`src/hw/rtl/sensor_poll_health_monitor_defines.svh`:
```
// ----------------------------------------------------------------------------
// Assertion macros for the sensor poll health monitor
// Concurrent checks on clk, with or without reset masking.
// Build with ASSERT_OFF set to drop every check.
// ----------------------------------------------------------------------------
`ifndef SENSOR_POLL_HEALTH_MONITOR_DEFINES_SVH
`define SENSOR_POLL_HEALTH_MONITOR_DEFINES_SVH

`ifndef ASSERT_OFF
// check masked while rst is high
`define SPM_ASSERT(label, prop, msg) \
  label: assert property (@(posedge clk) disable iff (rst) prop) else $error(msg);
// check that also holds during reset
`define SPM_ASSERT_ALWAYS(label, prop, msg) \
  label: assert property (@(posedge clk) prop) else $error(msg);
`else
`define SPM_ASSERT(label, prop, msg)
`define SPM_ASSERT_ALWAYS(label, prop, msg)
`endif

`endif

```
`src/hw/rtl/spm_pkg.sv`:
```
// ----------------------------------------------------------------------------
// spm_pkg
// Shared types and constants of the sensor poll health monitor.
// ----------------------------------------------------------------------------
`timescale 1ns / 1ps

package spm_pkg;

  localparam int unsigned WINDOW_DEFAULT = 16;
  localparam int unsigned NUM_SENSORS    = 5;

  localparam int unsigned CFG_IDX_W  = 3;
  localparam int unsigned CFG_DATA_W = 16;

  // register indexes
  localparam logic [CFG_IDX_W-1:0] CFG_FAIL_SENSOR_THR = 3'd0;
  localparam logic [CFG_IDX_W-1:0] CFG_FAIL_CYCLE_THR  = 3'd1;
  localparam logic [CFG_IDX_W-1:0] CFG_TEMP_LOW        = 3'd2;
  localparam logic [CFG_IDX_W-1:0] CFG_TEMP_HIGH       = 3'd3;
  localparam logic [CFG_IDX_W-1:0] CFG_HUMID_LOW       = 3'd4;
  localparam logic [CFG_IDX_W-1:0] CFG_HUMID_HIGH      = 3'd5;

  // register reset values
  localparam logic [2:0]         RST_FAIL_SENSOR_THR = 3'd3;
  localparam logic [15:0]        RST_FAIL_CYCLE_THR  = 16'd3;
  localparam logic signed [15:0] RST_TEMP_LOW        = -16'sd400;
  localparam logic signed [15:0] RST_TEMP_HIGH       = 16'sd800;
  localparam logic signed [15:0] RST_HUMID_LOW       = 16'sd0;
  localparam logic signed [15:0] RST_HUMID_HIGH      = 16'sd1000;

  localparam logic [15:0] BAD_COUNT_MAX = 16'hFFFF;
  localparam logic [38:0] LUX_SCALE     = 39'd100;

  // ok_mask bit positions
  localparam int unsigned OK_NOISE   = 0;
  localparam int unsigned OK_CO2     = 1;
  localparam int unsigned OK_NH3     = 2;
  localparam int unsigned OK_LIGHT   = 3;
  localparam int unsigned OK_CLIMATE = 4;

  typedef struct packed {
    logic              noise_ok;
    logic signed [15:0] noise_raw;
    logic              co2_ok;
    logic signed [15:0] co2_raw;
    logic              nh3_ok;
    logic signed [15:0] nh3_raw;
    logic              light_ok;
    logic [31:0]       light_raw;
    logic              climate_ok;
    logic signed [15:0] temp_raw;
    logic signed [15:0] humid_raw;
  } spm_in_t;

  typedef struct packed {
    logic [4:0]         ok_mask;
    logic signed [15:0] sound_tenths;
    logic signed [15:0] co2_ppm;
    logic signed [15:0] nh3_ppm;
    logic [38:0]        light_scaled;
    logic signed [15:0] temp_tenths;
    logic signed [15:0] humid_tenths;
    logic [2:0]         failed_count;
    logic               bus_failure;
    logic               baseline_ready;
    logic signed [15:0] sound_baseline;
    logic               reading_valid;
  } spm_out_t;

  typedef struct packed {
    logic [2:0]         fail_sensor_threshold;
    logic [15:0]        fail_cycle_threshold;
    logic signed [15:0] temp_low_tenths;
    logic signed [15:0] temp_high_tenths;
    logic signed [15:0] humid_low_tenths;
    logic signed [15:0] humid_high_tenths;
  } spm_cfg_t;

  typedef struct packed {
    logic [2:0] failed_count;
    logic       bus_failure;
    logic       reading_valid;
  } spm_health_t;

  typedef struct packed {
    logic               ready;
    logic signed [15:0] baseline;
  } spm_ring_t;

endpackage

```
`src/hw/rtl/spm_ram.sv`:
```
// ----------------------------------------------------------------------------
// spm_ram
// Generic simple dual-port RAM, one write and one registered read port.
// ----------------------------------------------------------------------------
`timescale 1ns / 1ps

module spm_ram #(
  parameter int unsigned WIDTH = 16,
  parameter int unsigned DEPTH = 16
) (
  input  logic                     clk,
  input  logic                     we,
  input  logic [$clog2(DEPTH)-1:0] waddr,
  input  logic [WIDTH-1:0]         wdata,
  input  logic [$clog2(DEPTH)-1:0] raddr,
  output logic [WIDTH-1:0]         rdata
);

  logic [WIDTH-1:0] mem [DEPTH];

  always_ff @(posedge clk) begin
    if (we) begin
      mem[waddr] <= wdata;
    end
    rdata <= mem[raddr];
  end

endmodule

```
`src/hw/rtl/spm_cfg_regs.sv`:
```
// ----------------------------------------------------------------------------
// spm_cfg_regs
// Threshold and range registers behind the plain write port.
// ----------------------------------------------------------------------------
`timescale 1ns / 1ps

module spm_cfg_regs (
  input  logic                             clk,
  input  logic                             rst,
  input  logic                             we,
  input  logic [spm_pkg::CFG_IDX_W-1:0]    index,
  input  logic [spm_pkg::CFG_DATA_W-1:0]   data,
  output spm_pkg::spm_cfg_t                cfg
);

  import spm_pkg::*;

  always_ff @(posedge clk) begin
    if (rst) begin
      cfg.fail_sensor_threshold <= RST_FAIL_SENSOR_THR;
      cfg.fail_cycle_threshold  <= RST_FAIL_CYCLE_THR;
      cfg.temp_low_tenths       <= RST_TEMP_LOW;
      cfg.temp_high_tenths      <= RST_TEMP_HIGH;
      cfg.humid_low_tenths      <= RST_HUMID_LOW;
      cfg.humid_high_tenths     <= RST_HUMID_HIGH;
    end else if (we) begin
      unique case (index)
        CFG_FAIL_SENSOR_THR: cfg.fail_sensor_threshold <= data[2:0];
        CFG_FAIL_CYCLE_THR:  cfg.fail_cycle_threshold  <= data;
        CFG_TEMP_LOW:        cfg.temp_low_tenths       <= data;
        CFG_TEMP_HIGH:       cfg.temp_high_tenths      <= data;
        CFG_HUMID_LOW:       cfg.humid_low_tenths      <= data;
        CFG_HUMID_HIGH:      cfg.humid_high_tenths     <= data;
        default: ;  // unused index, write dropped
      endcase
    end
  end

endmodule

```
`src/hw/rtl/spm_health.sv`:
```
// ----------------------------------------------------------------------------
// spm_health
// Failed-sensor count, consecutive bad-cycle counter and climate range check.
// ----------------------------------------------------------------------------
`timescale 1ns / 1ps

module spm_health (
  input  logic                clk,
  input  logic                rst,
  input  logic                step,
  input  logic [4:0]          ok_mask,
  input  logic signed [15:0]  temp,
  input  logic signed [15:0]  humid,
  input  spm_pkg::spm_cfg_t   cfg,
  output spm_pkg::spm_health_t stat
);

  import spm_pkg::*;

  logic [15:0] bad_cycle_count;
  logic [15:0] bad_cycle_count_next;
  logic [2:0]  ok_ones;
  logic [2:0]  failed;
  logic        bad_cycle;

  always_comb begin
    ok_ones = '0;
    for (int i = 0; i < int'(NUM_SENSORS); i++) begin
      ok_ones = ok_ones + 3'(ok_mask[i]);
    end
    failed    = 3'(NUM_SENSORS) - ok_ones;
    bad_cycle = failed >= cfg.fail_sensor_threshold;

    bad_cycle_count_next = bad_cycle_count;
    if (step) begin
      if (!bad_cycle) begin
        bad_cycle_count_next = '0;
      end else if (bad_cycle_count != BAD_COUNT_MAX) begin
        bad_cycle_count_next = bad_cycle_count + 16'd1;
      end
    end
  end

  always_ff @(posedge clk) begin
    if (rst) begin
      bad_cycle_count <= '0;
    end else begin
      bad_cycle_count <= bad_cycle_count_next;
    end
  end

  assign stat.failed_count  = failed;
  assign stat.bus_failure   = bad_cycle_count_next >= cfg.fail_cycle_threshold;
  assign stat.reading_valid = ok_mask[OK_CLIMATE] &&
                              temp >= cfg.temp_low_tenths &&
                              temp <= cfg.temp_high_tenths &&
                              humid >= cfg.humid_low_tenths &&
                              humid <= cfg.humid_high_tenths;

endmodule

```
`src/hw/rtl/spm_ring_mean.sv`:
```
// ----------------------------------------------------------------------------
// spm_ring_mean
// Sound sample ring with running sum and truncated window mean.
// ----------------------------------------------------------------------------
`timescale 1ns / 1ps
`include "sensor_poll_health_monitor_defines.svh"

module spm_ring_mean #(
  parameter int unsigned WINDOW = spm_pkg::WINDOW_DEFAULT
) (
  input  logic               clk,
  input  logic               rst,
  input  logic               step,
  input  logic               sample_ok,
  input  logic signed [15:0] sample,
  output spm_pkg::spm_ring_t stat
);

  import spm_pkg::*;

  localparam int unsigned PTR_W   = $clog2(WINDOW);
  localparam int unsigned SUM_W   = 16 + PTR_W;
  // floor(n / WINDOW) == (n * RECIP) >> (SUM_W + PTR_W) for n < 2**SUM_W
  localparam int unsigned SHIFT   = SUM_W + PTR_W;
  localparam int unsigned RECIP_W = SUM_W + 1;
  localparam logic [RECIP_W-1:0] RECIP =
    RECIP_W'(((64'd1 << SHIFT) + 64'(WINDOW) - 64'd1) / 64'(WINDOW));
  localparam logic [PTR_W-1:0] PTR_LAST = PTR_W'(WINDOW - 1);

  logic [PTR_W-1:0]        ring_pointer, ring_pointer_next;
  logic signed [SUM_W-1:0] ring_sum, ring_sum_next;
  logic                    ring_filled, ring_filled_next;
  logic signed [15:0]      baseline_hold, baseline_hold_next;

  logic [15:0]             rd_q;
  logic signed [15:0]      old_sample;
  logic signed [SUM_W-1:0] sum_upd;
  logic                    wrap;
  logic                    sum_neg;
  logic [SUM_W-1:0]        sum_mag;
  logic [SUM_W+RECIP_W-1:0] prod;
  logic [15:0]             q_mag;
  logic signed [15:0]      mean;
  logic                    write_en;

  // rd_q always holds the entry at ring_pointer: the read address tracks the
  // pointer's next value, and the write goes to the slot being left.
  spm_ram #(
    .WIDTH(16),
    .DEPTH(WINDOW)
  ) u_ring (
    .clk  (clk),
    .we   (write_en),
    .waddr(ring_pointer),
    .wdata(sample),
    .raddr(ring_pointer_next),
    .rdata(rd_q)
  );

  always_comb begin
    write_en   = step && sample_ok;
    // slots at or past the pointer are unwritten (zero) until the first wrap
    old_sample = ring_filled ? signed'(rd_q) : 16'sd0;
    sum_upd    = ring_sum - SUM_W'(old_sample) + SUM_W'(sample);
    wrap       = ring_pointer == PTR_LAST;

    sum_neg = sum_upd[SUM_W-1];
    sum_mag = sum_neg ? SUM_W'(-sum_upd) : SUM_W'(sum_upd);
    prod    = {{RECIP_W{1'b0}}, sum_mag} * {{SUM_W{1'b0}}, RECIP};
    q_mag   = prod[SHIFT +: 16];
    mean    = sum_neg ? signed'(16'(-q_mag)) : signed'(q_mag);

    ring_pointer_next  = ring_pointer;
    ring_sum_next      = ring_sum;
    ring_filled_next   = ring_filled;
    baseline_hold_next = baseline_hold;
    if (write_en) begin
      ring_pointer_next = wrap ? '0 : ring_pointer + PTR_W'(1);
      ring_sum_next     = sum_upd;
      ring_filled_next  = ring_filled || wrap;
      if (ring_filled || wrap) begin
        baseline_hold_next = mean;
      end
    end
  end

  always_ff @(posedge clk) begin
    if (rst) begin
      ring_pointer  <= '0;
      ring_sum      <= '0;
      ring_filled   <= 1'b0;
      baseline_hold <= '0;
    end else begin
      ring_pointer  <= ring_pointer_next;
      ring_sum      <= ring_sum_next;
      ring_filled   <= ring_filled_next;
      baseline_hold <= baseline_hold_next;
    end
  end

  assign stat.ready    = ring_filled_next;
  assign stat.baseline = baseline_hold_next;

  `SPM_ASSERT(a_baseline_zero_until_filled, !ring_filled |-> baseline_hold == 16'sd0, "baseline set before ring filled")
  `SPM_ASSERT(a_wrap_sets_filled, write_en && wrap |=> ring_filled && ring_pointer == '0, "wrap did not mark ring filled")
  `SPM_ASSERT(a_hold_without_sample, step && !sample_ok |=> $stable(ring_pointer) && $stable(ring_sum), "ring moved without a sample")

endmodule

```
`src/hw/rtl/sensor_poll_health_monitor.sv`:
```
// ----------------------------------------------------------------------------
// sensor_poll_health_monitor
// Scales one five-sensor poll cycle per request and tracks bus health and a
// sound baseline.
// ----------------------------------------------------------------------------
// Takes one poll request per clock while the result register is not held by
// out_stall; the request is captured in the input register and its result
// in the result register, which holds it until it is taken. The rate is set
// by the sound ring: at most one RAM write and one registered read per clock,
// with a running sum so the window mean needs no pass over the ring. The ring
// needs no clearing pass after reset; slots not yet written read as zero until
// the pointer first wraps. Configuration writes are taken at any time but
// should only be made while no request is in flight.
// ----------------------------------------------------------------------------
`timescale 1ns / 1ps

module sensor_poll_health_monitor #(
  parameter int unsigned WINDOW = spm_pkg::WINDOW_DEFAULT
) (
  input  logic                           clk,
  input  logic                           rst,
  // poll request channel
  input  logic                           in_valid,
  output logic                           in_stall,
  input  spm_pkg::spm_in_t               in_data,
  // result channel
  output logic                           out_valid,
  input  logic                           out_stall,
  output spm_pkg::spm_out_t              out_data,
  // configuration write port
  input  logic                           cfg_we,
  input  logic [spm_pkg::CFG_IDX_W-1:0]  cfg_index,
  input  logic [spm_pkg::CFG_DATA_W-1:0] cfg_data
);

  import spm_pkg::*;

  // Stage 1: captured request. Stage 2: result register. A request moves
  // from stage 1 to stage 2 whenever the result register is empty or being
  // taken, so the two sides only couple through that one decision.
  logic     s1_valid;
  spm_in_t  s1_data;
  logic     s1_adv;
  logic     in_take;

  spm_cfg_t    cfg;
  spm_health_t health;
  spm_ring_t   ring;
  spm_out_t    result;
  logic [4:0]  mask;

  assign s1_adv   = s1_valid && (!out_valid || !out_stall);
  assign in_stall = s1_valid && !s1_adv;
  assign in_take  = in_valid && !in_stall;

  always_ff @(posedge clk) begin
    if (rst) begin
      s1_valid  <= 1'b0;
      out_valid <= 1'b0;
    end else begin
      if (in_take) begin
        s1_valid <= 1'b1;
      end else if (s1_adv) begin
        s1_valid <= 1'b0;
      end
      if (s1_adv) begin
        out_valid <= 1'b1;
      end else if (!out_stall) begin
        out_valid <= 1'b0;
      end
    end
  end

  // payload registers, no reset needed
  always_ff @(posedge clk) begin
    if (in_take) begin
      s1_data <= in_data;
    end
    if (s1_adv) begin
      out_data <= result;
    end
  end

  spm_cfg_regs u_cfg (
    .clk  (clk),
    .rst  (rst),
    .we   (cfg_we),
    .index(cfg_index),
    .data (cfg_data),
    .cfg  (cfg)
  );

  always_comb begin
    mask             = '0;
    mask[OK_NOISE]   = s1_data.noise_ok;
    mask[OK_CO2]     = s1_data.co2_ok;
    mask[OK_NH3]     = s1_data.nh3_ok;
    mask[OK_LIGHT]   = s1_data.light_ok;
    mask[OK_CLIMATE] = s1_data.climate_ok;
  end

  // Health state (bad-cycle counter) advances with the request leaving stage 1.
  spm_health u_health (
    .clk    (clk),
    .rst    (rst),
    .step   (s1_adv),
    .ok_mask(mask),
    .temp   (s1_data.temp_raw),
    .humid  (s1_data.humid_raw),
    .cfg    (cfg),
    .stat   (health)
  );

  // Sound ring takes the sample only when the sound read succeeded.
  spm_ring_mean #(
    .WINDOW(WINDOW)
  ) u_ring (
    .clk      (clk),
    .rst      (rst),
    .step     (s1_adv),
    .sample_ok(s1_data.noise_ok),
    .sample   (s1_data.noise_raw),
    .stat     (ring)
  );

  // Failed readings read as zero; light is scaled to hundredths exactly.
  always_comb begin
    result.ok_mask        = mask;
    result.sound_tenths   = s1_data.noise_ok   ? s1_data.noise_raw : 16'sd0;
    result.co2_ppm        = s1_data.co2_ok     ? s1_data.co2_raw   : 16'sd0;
    result.nh3_ppm        = s1_data.nh3_ok     ? s1_data.nh3_raw   : 16'sd0;
    result.light_scaled   = s1_data.light_ok ?
                            {7'd0, s1_data.light_raw} * LUX_SCALE : 39'd0;
    result.temp_tenths    = s1_data.climate_ok ? s1_data.temp_raw  : 16'sd0;
    result.humid_tenths   = s1_data.climate_ok ? s1_data.humid_raw : 16'sd0;
    result.failed_count   = health.failed_count;
    result.bus_failure    = health.bus_failure;
    result.baseline_ready = ring.ready;
    result.sound_baseline = ring.baseline;
    result.reading_valid  = health.reading_valid;
  end

endmodule

```
`config.mk`:
```
export PLATFORM = sky130hd
export DESIGN_NAME = sensor_poll_health_monitor
export DESIGN_NICKNAME = d
export VERILOG_FILES = /design/src/hw/rtl/spm_pkg.sv /design/src/hw/rtl/spm_ram.sv /design/src/hw/rtl/spm_cfg_regs.sv /design/src/hw/rtl/spm_health.sv /design/src/hw/rtl/spm_ring_mean.sv /design/src/hw/rtl/sensor_poll_health_monitor.sv
export VERILOG_INCLUDE_DIRS = /design/src /design/src/hw/rtl
export SDC_FILE = /design/constraint.sdc
export NUM_CORES = 1
export LEC_CHECK = 0
export ABC_AREA = 1
export ABC_CLOCK_PERIOD_IN_PS = 14600
export BUFFER_PORTS_ARGS = -buffer_cell sky130_fd_sc_hd__buf_2
export CORE_MARGIN = 10
export CORE_UTILIZATION = 61
export DETAILED_ROUTE_END_ITERATION = 16
export PLACE_DENSITY = 0.83
export SLEW_MARGIN = 20
export SYNTH_ARGS = -nofsm -noshare
export SYNTH_HDL_FRONTEND = slang
export SYNTH_HIERARCHICAL = 1
export SYNTH_SLANG_ARGS = --single-unit
```
`constraint.sdc`:
```
create_clock -name clk -period 14.6 [get_ports clk]
set_input_delay 3.65 -clock clk [delete_from_list [all_inputs] [get_ports clk]]
set_output_delay 3.65 -clock clk [all_outputs]
set_load 0.01 [all_outputs]
```
**After elaboration in Yosys (flattened, before gate mapping)**

Memories as Yosys holds them, arrays and structs flattened. A register that Yosys moved wholly into a read port is not among the register bits.
Cells that the tools add are included.

- Equal/unequal tests: 8
- $add $sub $neg: 11
- Muxes and demuxes: 17
- Multiply operators: 1
- Reductions and logical operators: 22
- Order comparisons: 6

Operator list:

| operator | count |
|---|---|
| 16-bit two-way mux | 7 |
| 16-bit greater-or-equal comparator | 3 |
| 32-bit by 5-bit multiplier with 37-bit output, second input constant | 1 |
| 16-bit <= comparator | 2 |
| 20-bit by 16-bit adder with 20-bit output | 1 |
| 20-bit two-way mux | 1 |
| 20-bit negator | 1 |
| 20-bit by 16-bit subtractor with 20-bit output | 1 |
| 16-bit by 1-bit adder with 16-bit output, second input constant | 1 |
| 16-bit inequality test, second input constant | 1 |
| 16-bit negator | 1 |
| 2-bit AND reduction | 6 |
| 3-bit by 1-bit adder with 3-bit output | 3 |
| 1-bit logical AND | 8 |
| 4-bit two-way mux | 2 |
| 1-bit two-way mux | 7 |
| 3-bit by 2-bit == test with 1-bit output, second input constant | 2 |
| 3-bit == test, second input constant | 2 |
| 4-bit by 1-bit adder with 4-bit output, second input constant | 1 |
| 4-bit == test, second input constant | 1 |
| 1-bit zero test | 4 |
| 3-bit by 1-bit == test with 1-bit output, second input constant | 1 |
| 3-bit greater-or-equal comparator | 1 |
| 3-bit zero test | 1 |
| other kinds (5) | 6 |

- Output and inout bits: 148
- Memory bits (writable): 256
- Bits of input ports: 141
- Bits in registers: 405
- Word-level logic and storage cells: 103
- Memories kept: 1

Memory list:

| memory | depth | width | rd ports | clocked after memory_dff | wr ports | RTL line | RTL |
|---|---|---|---|---|---|---|---|
| u_ring.u_ring.mem | 16 | 16 | 1 | 1 | 1 | spm_ram.sv:19 | `logic [WIDTH-1:0] mem [DEPTH];` |

**Longest topological paths before layout**

Gate-level depths: netlist of the first run.

- Depth in word-level cells: 9
- Gate-level depth with buffers: 31
- Gate-level depth less buffers: 29

**Modules after synthesis**

Netlist of the first run, hierarchy kept.

By module, submodules not included:

| module | area each (um2) | times used | cells an instance | sequential area each (um2) |
|---|---|---|---|---|
| sensor_poll_health_monitor | 13105.1 | 1 | 1230 | 7877.6 |
| spm_ram | 11380.9 | 1 | 1074 | 8007.7 |
| spm_ring_mean | 4922.2 | 1 | 838 | 820.8 |
| spm_health | 3439.5 | 1 | 553 | 320.3 |
| spm_cfg_regs | 3246.9 | 1 | 460 | 1661.6 |

**Worst setup path after synthesis of the first run**

OpenSTA, ideal clock, no wires.

- Kind: input-to-reg
- Start: in out_stall
- End: mem u_ring.u_ring.mem[12][0], enable pin
- Buffers on the path: 1
- Required time: 14.212 ns
- Setup time: 0.388 ns
- Arrival time: 12.834 ns
- Cell stages on the path: 6
- Path slack: 1.377 ns
- Path through: a21oi_1 > nand2_1 > inv_1 > clkbuf_1 > nand3_1 > nor2_1

- Longest elaborated chain between the ends: 6

RTL lines:

| what | RTL line | RTL |
|---|---|---|
| start: declaration | sensor_poll_health_monitor.sv:28 | `input logic out_stall,` |
| 1-bit zero test | -- |  |
| 1-bit logical OR | sensor_poll_health_monitor.sv:52 | `assign s1_adv = s1_valid && (!out_valid \|\| !out_stall);` |
| 1-bit logical AND | sensor_poll_health_monitor.sv:52 |  |
| 1-bit logical AND | spm_ring_mean.sv:61 | `write_en = step && sample_ok;` |
| via u_ring.write_en | spm_ring_mean.sv:44 | `logic write_en;` |
| 1-bit two-way mux | spm_ram.sv:22 | `if (we) begin` |
| 1-bit two-way mux (implied by the code) | spm_ram.sv:23 | `mem[waddr] <= wdata;` |
| end: declaration | spm_ram.sv:19 |  |

The timed path passes the listed nets, and every way through them passes these cells.

**Worst setup path in the final report of the first run**

- Start: in out_stall
- End: out in_stall

- Longest elaborated chain between the ends: 5

RTL lines:

| what | RTL line | RTL |
|---|---|---|
| 1-bit zero test | -- |  |
| 1-bit logical OR | sensor_poll_health_monitor.sv:52 |  |
| 1-bit logical AND | sensor_poll_health_monitor.sv:52 |  |
| 1-bit zero test | sensor_poll_health_monitor.sv:53 | `assign in_stall = s1_valid && !s1_adv;` |
| 1-bit logical AND | sensor_poll_health_monitor.sv:53 |  |
| end: declaration | sensor_poll_health_monitor.sv:24 | `output logic in_stall,` |

No other way between the ends.

==> results of run 1 <==
## area by class of cell
type	count	area share, %
flip-flops and latches	675	46.2
multi-input cells	2485	33.4
inverters	882	8.20
clock buffers	92	4.80
repair buffers	325	4.27
well taps	773	2.39
clock inverters	37	0.730
diodes	6	0.0371
## metal layers
layer	vias to the layer above	GRT usage, %	share of wire, %
li1	13600	-	-
met1	13000	32.1	39
met2	1278	44.0	48
met3	271	6.10	9.3
met4	20	10.6	3.9
met5	-	0	0.14
## path summary, 6_finish.rpt
| check | cells past startpoint | from | to | slack, ns |
|---|---|---|---|---|
| min reg2reg | 2 | u_cfg/cfg[41]$_SDFFE_PP1P_ | u_cfg/cfg[41]$_SDFFE_PP1P_ | 0.46 |
| min | 2 | u_cfg/cfg[41]$_SDFFE_PP1P_ | u_cfg/cfg[41]$_SDFFE_PP1P_ | 0.46 |
| max | 4 | out_stall | in_stall | 6.82 |
| max reg2reg | 21 | mask[1]$_DFFE_PP_ | out_data[18]$_DFFE_PP_ | 9.58 |
## flip-flops by register name (all words and copies together) (netlist names), 4 cells and up
signal / flops
u_cfg/cfg: 83
s1_data: 112
u_ring/ring_pointer: 4
out_data: 144
u_ring/ring_sum: 20
u_ring/baseline_hold: 16
u_health/bad_cycle_count: 16
u_ring/u_ring/rdata: 16
mask: 5
u_ring/u_ring/mem: 256
## synth_stat cells (2+ instances only)
library cell / number / area share (%)
a211oi_2: 2 / 0.069
a21o_1: 2 / 0.042
a21oi_1: 127 / 1.8
a21oi_2: 6 / 0.15
and2_1: 15 / 0.26
buf_1: 7 / 0.073
buf_2: 35 / 0.49
buf_4: 27 / 0.56
buf_6: 5 / 0.16
clkbuf_1: 40 / 0.42
clkinv_1: 2 / 0.021
dfxtp_1: 158 / 8.8
edfxtp_1: 517 / 43
fa_1: 47 / 2.6
ha_1: 211 / 7.3
inv_1: 848 / 8.8
inv_2: 32 / 0.33
nand2_1: 1149 / 12
nand2_2: 32 / 0.55
nand3_1: 388 / 5.4
nand3_2: 15 / 0.42
nand3_4: 2 / 0.097
nand3b_1: 10 / 0.21
nand4_1: 25 / 0.43
nor2_1: 287 / 3.0
nor2_2: 20 / 0.35
nor2_4: 11 / 0.34
nor3_1: 13 / 0.18
nor3_2: 6 / 0.17
o211ai_1: 3 / 0.062
o21a_1: 4 / 0.083
o21ai_0: 53 / 0.73
o21ai_1: 7 / 0.097
o21bai_1: 7 / 0.15
or2_0: 2 / 0.035
or2_1: 5 / 0.087
or2_2: 3 / 0.052
xnor2_1: 4 / 0.097
xor2_1: 19 / 0.46
## cell usage in the layout, fill, tap and decap left out, types with 11 or more instances in the layout
cell type / count
nor2_4: 11
inv_2: 32
nand4_1: 25
clkbuf_1: 17
ha_1: 211
clkinv_2: 16
nor2_2: 22
fa_1: 47
buf_2: 286
inv_1: 845
a21oi_1: 126
nand3_1: 388
nand2_2: 32
dfxtp_1: 158
xor2_1: 19
clkbuf_16: 75
nor2_1: 285
nand3_2: 15
nand2_1: 1148
buf_4: 38
o21ai_0: 53
nor3_1: 13
edfxtp_1: 517
and2_1: 15
## critical path: stages
cell and delay [ns]:
buf_2 0.11, nand2_1 0.08, nor2_1 0.13, buf_2 0.16
## per-stage QoR
stage,hold WS [ns],cells,cell area [µm²],utilization [%],total power [µW]
2_1_floorplan,0.429,4156,36100,-,3010
3_3_place_gp,0.441,5140,38200,65.0,3260
3_5_place_dp,0.444,5140,38200,65.0,3290
4_1_cts,0.459,5269,40400,68.8,5040
5_1_grt,0.492,5274,40500,68.8,5280
6_report,0.456,5275,40500,68.8,5030
## power groups by stage
stage / Combinational, µW / Clock, µW / Sequential (µW)
after floorplan: 767 / 0 / 2240
after global placement: 1010 / 0 / 2240
after detailed placement: 1050 / 0 / 2250
after CTS: 1060 / 1780 / 2210
after global routing: 1210 / 1850 / 2210
final: 1070 / 1750 / 2210
## cell families (layout without fill, tap and decap cells)
group / count (synthesis) / count (layout) / share of synthesized area (%)
AO/OA/AOI/OAI: 214 / 214 / 3.20
XOR/XNOR: 23 / 23 / 0.558
adder cells (fa/ha/maj): 258 / 258 / 9.92
buffers and inverters: 996 / 1336 / 10.9
flip-flops: 675 / 675 / 51.8
other: 1 / 8 / 0.0104
AND/OR/NAND/NOR: 1988 / 1988 / 23.7
==> impl_metrics.sql, run 1 <==
INSERT INTO impl_metrics (metric_group, metric, value, unit) VALUES
('status', 'outcome', 'complete, no violations', ''),
('drt', 'detailedRoute.firstIterationViolations', '2807', ''),
('placed_design', 'post-dp-hpwl', '64800', 'µm'),
('sta', 'hold_violations', '0', ''),
('placed_design', 'gp_congestion', '0.916', ''),
('global_routing', 'wire_length_of_the_first_global_routing_pass', '145000', 'µm'),
('worst_setup_path', 'worst_ep_arrival', '4.13', 'ns'),
('clock_tree', 'insertion_delay', '0.62', 'ns'),
('worst_setup_path', 'setup.worst_path.class', 'input port to output port', ''),
('finish', 'area_growth', '12.1', '%'),
('clock_tree', 'clkTransAtPathRegs', '0.06', 'ns'),
('floorplanning', 'core-area', '58800', 'µm²'),
('finish', 'nNetsFinal', '4840', ''),
('global_routing', 'grt_antenna_before_repair', '18', ''),
('pwr', 'leakage', '0.0200', 'µW'),
('clock_tree', 'cts_hold_buf', '0', ''),
('drt', 'route.antenna.remaining_nets', '0', ''),
('sta', 'timing_worst_slew_pin_value', '1.10', 'ns'),
('pwr', 'switching_share', '30.4', '%'),
('synth', 'synth_seq_cells', '675', ''),
('sta', 'unrepaired_setup_endpoints_after_global_routing', 'false', ''),
('floorplanning', 'boundaryPins', '289', ''),
('clock_tree', 'tritoncts', 'built', ''),
('finish', 'area_used_by_multi_input_combinational_logic', '13500', 'µm²'),
('synth', 'synth.yosys.warnings', '6', ''),
('global_routing', 'grt_pass1_vias', '27300', ''),
('synth', 'mappedNetlistArea', '36100', 'µm²'),
('clock_tree', 'htree_levels', '3', ''),
('floorplanning', 'die_height', '263', 'µm'),
('finish', 'n_fill_cell', '4470', ''),
('run', 'maxCapViolCount', '0', ''),
('global_routing', 'grtUsageTotal', '26.2', '%'),
('clock_tree', 'clkSinkCount', '675', ''),
('synth', 'synthArstFlopShare', '0', '%'),
('pwr', 'power.density', '124', 'nW/µm²'),
('pwr', 'switchingPower', '1530', 'µW'),
('sta', 'worst_slew_margin_rel', '26.4', '%'),
('drt', 'route.detailed.wl_per_inst', '17.6', 'µm'),
('finish', 'register_area', '18700', 'µm²'),
('pwr', 'sequentialPowerShare', '43.9', '%'),
('synth', 'post_synth_num_cell_types', '48', ''),
('sta', 'post-route-period-util', '53.3', '%'),
('placed_design', 'numPortBuffers', '286', ''),
('sta', 'clock.fmax', '129', 'MHz'),
('sta', 'min_period', '7.78', 'ns'),
('drt', 'avgViaCountPerCell', '5.35', ''),
('drt', 'postRouteWirelength', '92700', 'µm'),
('pwr', 'intPower', '3500', 'µW'),
('drt', 'drt-pass1-iter-count', '8', ''),
('sta', 'pins_over_their_slew_limit', '0', ''),
('synth', 'synthesis.area_per_instance', '8.69', 'µm²'),
('sta', 'timing.setup.tns', '0', 'ns'),
('floorplanning', 'die_area', '69300', 'µm²'),
('drt', 'vias', '28200', ''),
('clock_tree', 'clk_path_buf_depth', '3', ''),
('pwr', 'vdd_ir_drop_max', '122', 'µV'),
('clock_tree', 'cts-root-buf', 'clkbuf_16', ''),
('global_routing', 'maximum_number_of_pins_on_one_net_before_global_route_repair', '113', ''),
('sta', 'report.final.setup_viol', '0', ''),
('synth', 'synth_enable_flop_cells', '517', ''),
('worst_setup_path', 'cp.required', '10.95', 'ns'),
('pwr', 'part_of_the_power_in_combinational_logic', '21.3', '%'),
('worst_setup_path', 'critical_path.startpoint_type', 'input port', ''),
('finish', 'drive_gt1_share', '12.6', '%'),
('global_routing', 'grt_overflow', '0', ''),
('worst_setup_path', 'critical_path.max_fanout', '2', ''),
('clock_tree', 'post_cts_resized', '0', ''),
('sta', 'worst_skew', '0.0270', 'ns'),
('floorplanning', 'initial_core_util', '61.4', '%'),
('clock_tree', 'post_cts.repair.setup_buffers', '0', ''),
('clock_tree', 'numCtsBuffers', '72', ''),
('hold_path', 'timing.hold.worst.class', 'register to register', ''),
('pwr', 'clock_power_share', '34.8', '%'),
('floorplanning', 'placement_rows', '89', ''),
('sta', 'setup_ws', '6.82', 'ns'),
('synth', 'synth-seq-area-share', '51.8', '%'),
('synth', 'post_synthesis_cells', '4155', ''),
('worst_setup_path', 'end_kind', 'output port', ''),
('drt', 'remaining_drc_errors', '0', ''),
('floorplanning', 'die_x', '263', 'µm'),
('placed_design', 'dpl_worst_slack', '6.83', 'ns'),
('synth', 'ys_dominant_reg_cell', 'edfxtp_1', '');
(Power assumes the default switching activity.)
==> run 2, diff against run 1 <==
ABC_CLOCK_PERIOD_IN_PS = 7770   (was 14600)
clock period = 7.77 ns   (was 14.6 ns; I/O delays follow)
==> impl_metrics.sql, run 2 (synthesis gave the netlist of run 1 again) <==
INSERT INTO impl_metrics (metric_group, metric, value, unit) VALUES
('floorplanning', 'core-area', '58800', 'µm²'),
('finish', 'nNetsFinal', '4838', ''),
('global_routing', 'grt_overflow', '0', ''),
('sta', 'pins_over_their_slew_limit', '0', ''),
('clock_tree', 'htree_levels', '3', ''),
('worst_setup_path', 'critical_path.startpoint_type', 'input port', ''),
('clock_tree', 'numCtsBuffers', '70', ''),
('sta', 'worst_skew', '0.0400', 'ns'),
('finish', 'largest_register_ff_count', '256', ''),
('global_routing', 'grtUsageTotal', '25.9', '%'),
('global_routing', 'maximum_number_of_pins_on_one_net_before_global_route_repair', '97', ''),
('floorplanning', 'placement_rows', '89', ''),
('clock_tree', 'insertion_delay', '0.63', 'ns'),
('sta', 'unrepaired_setup_endpoints_after_global_routing', 'false', ''),
('global_routing', 'grt.busiest_layer', 'met2', ''),
('sta', 'worst_slew_margin_rel', '31.4', '%'),
('pwr', 'power.density', '233', 'nW/µm²'),
('global_routing', 'grt_pass1_vias', '27100', ''),
('worst_setup_path', 'path_cells', 'buf_2, a21oi_4, nand2_2, inv_1, nand3_1, nand2_4, clkinv_2, buf_4, nand2_1, nand3_1, nand3_1, nand3_1, nand2_1', ''),
('global_routing', 'wire_length_of_the_first_global_routing_pass', '144000', 'µm'),
('sta', 'min_period', '5.22', 'ns'),
('clock_tree', 'tritoncts', 'built', ''),
('placed_design', 'gp_congestion', '0.938', ''),
('status', 'outcome', 'complete, no violations', ''),
('run', 'maxCapViolCount', '0', ''),
('floorplanning', 'die_height', '263', 'µm'),
('finish', 'area_growth', '12.1', '%'),
('finish', 'biggestRegsByFlops', 'u_ring/u_ring/mem (256), out_data (144), s1_data (112)', ''),
('pwr', 'vdd_ir_drop_max', '211', 'µV'),
('placed_design', 'numPortBuffers', '286', ''),
('worst_setup_path', 'end_kind', 'register', ''),
('placed_design', 'post-dp-hpwl', '64000', 'µm'),
('sta', 'hold_violations', '0', ''),
('pwr', 'power.total', '9440', 'µW'),
('sta', 'post-route-period-util', '67.2', '%'),
('drt', 'route.detailed.wl_per_inst', '17.5', 'µm'),
('clock_tree', 'post_cts_resized', '0', ''),
('finish', 'drive_gt1_share', '12.7', '%'),
('finish', 'n_fill_cell', '4447', ''),
('pwr', 'leakage', '0.0200', 'µW'),
('clock_tree', 'clk_path_buf_depth', '3', ''),
('sta', 'timing_worst_slew_pin_value', '1.03', 'ns'),
('sta', 'clock.fmax', '192', 'MHz'),
('worst_setup_path', 'critical-path-max-stage-delay', '0.59', 'ns'),
('clock_tree', 'post_cts.repair.setup_buffers', '0', ''),
('worst_setup_path', 'cpMostUsedCell', 'nand3_1', ''),
('global_routing', 'grt_use_met1', '31.8', '%'),
('finish', 'layout.core_utilization', '68.8', '%'),
('global_routing', 'grt_antenna_before_repair', '14', ''),
('sta', 'report.final.setup_viol', '0', ''),
('floorplanning', 'initial_core_util', '61.4', '%'),
('drt', 'vias', '28200', ''),
('sta', 'hold_ws', '0.463', 'ns'),
('clock_tree', 'clkTransAtPathRegs', '0.06', 'ns'),
('floorplanning', 'die_area', '69300', 'µm²'),
('worst_setup_path', 'cp.required', '8.32', 'ns'),
('drt', 'avgViaCountPerCell', '5.34', ''),
('worst_setup_path', 'worst_ep_arrival', '5.77', 'ns'),
('floorplanning', 'die_x', '263', 'µm'),
('finish', 'mostFrequentLayoutCell', 'nand2_1', ''),
('worst_setup_path', 'critical_path.max_fanout', '96', ''),
('worst_setup_path', 'setup.worst_path.class', 'input port to register', ''),
('clock_tree', 'cts_hold_buf', '0', ''),
('global_routing', 'global_route.usage.met3', '5.06', '%'),
('drt', 'detailedRoute.firstIterationViolations', '2967', ''),
('floorplanning', 'boundaryPins', '289', ''),
('clock_tree', 'clkSinkCount', '675', ''),
('sta', 'timing.setup.tns', '0', 'ns'),
('drt', 'remaining_drc_errors', '0', ''),
('finish', 'max_flop_register', 'u_ring/u_ring/mem', ''),
('global_routing', 'globalRouteMet2Util', '43.8', '%'),
('drt', 'drt-pass1-iter-count', '7', ''),
('hold_path', 'timing.hold.worst.class', 'register to register', ''),
('worst_setup_path', 'cpMaxStageDelayCell', 'buf_4', ''),
('finish', 'highest_count_cells_in_the_layout_ignoring_fill_and_taps', 'nand2_1 (1147), inv_1 (845), edfxtp_1 (517)', ''),
('clock_tree', 'cts-root-buf', 'clkbuf_16', ''),
('drt', 'postRouteWirelength', '92200', 'µm'),
('drt', 'route.antenna.remaining_nets', '0', '');
==> run 2: critical path, delay by kind of cell <==
kind | cells | cell delay, ns
AND/OR/NAND/NOR | 8 | 1.74
AO/OA/AOI/OAI | 1 | 0.27
buffers and inverters | 4 | 1.73
==> run 2: layout make-up <==
type | instances | area, µm² | area share [%]
multi-input cells | 2485 | 13500 | 33.4
inverters | 882 | 3310 | 8.19
repair buffers | 325 | 1720 | 4.26
clock buffers | 94 | 1910 | 4.72
flip-flops and latches | 675 | 18700 | 46.2
well taps | 773 | 967 | 2.39
diodes | 9 | 22.5 | 0.0557
clock inverters | 35 | 325 | 0.804
==> run 2: metrics by stage <==
stage / setup slack (ns) / cell area (µm²) / cells
floorplan: 1.37 / 36100 / 4156
global placement: 1.78 / 38200 / 5140
detailed placement: 1.61 / 38200 / 5140
CTS: 2.22 / 40400 / 5269
global route: 2.31 / 40500 / 5275
finish: 2.55 / 40500 / 5278
==> run 2: path summary, 6_finish.rpt <==
check | slack (ns) | cells past startpoint | from | endpoint
max reg2reg | 2.85 | 19 | mask[2]$_DFFE_PP_ | out_data[18]$_DFFE_PP_
min reg2reg | 0.46 | 2 | u_cfg/cfg[5]$_SDFFE_PP1P_ | u_cfg/cfg[5]$_SDFFE_PP1P_
min | 0.46 | 2 | u_cfg/cfg[5]$_SDFFE_PP1P_ | u_cfg/cfg[5]$_SDFFE_PP1P_
max | 2.55 | 13 | out_stall | u_ring/u_ring/rdata[2]$_DFF_P_
==> run 2: power breakdown <==
| part | internal, µW | switching [µW] | leakage (µW) |
|---|---|---|---|
| logic | 647 | 1370 | 0.0128 |
| clock network | 1850 | 1420 | 0.00109 |
| registers | 4050 | 98.0 | 0.00612 |
==> run 2: layer usage <==
| layer | vias up | share of wire, % | routed length (µm) |
|---|---|---|---|
| li1 | 13600 | - | - |
| met1 | 13100 | 39 | 35900 |
| met2 | 1209 | 48 | 44500 |
| met3 | 253 | 8.6 | 7930 |
| met4 | 12 | 4.1 | 3820 |
| met5 | - | 0.076 | 70 |
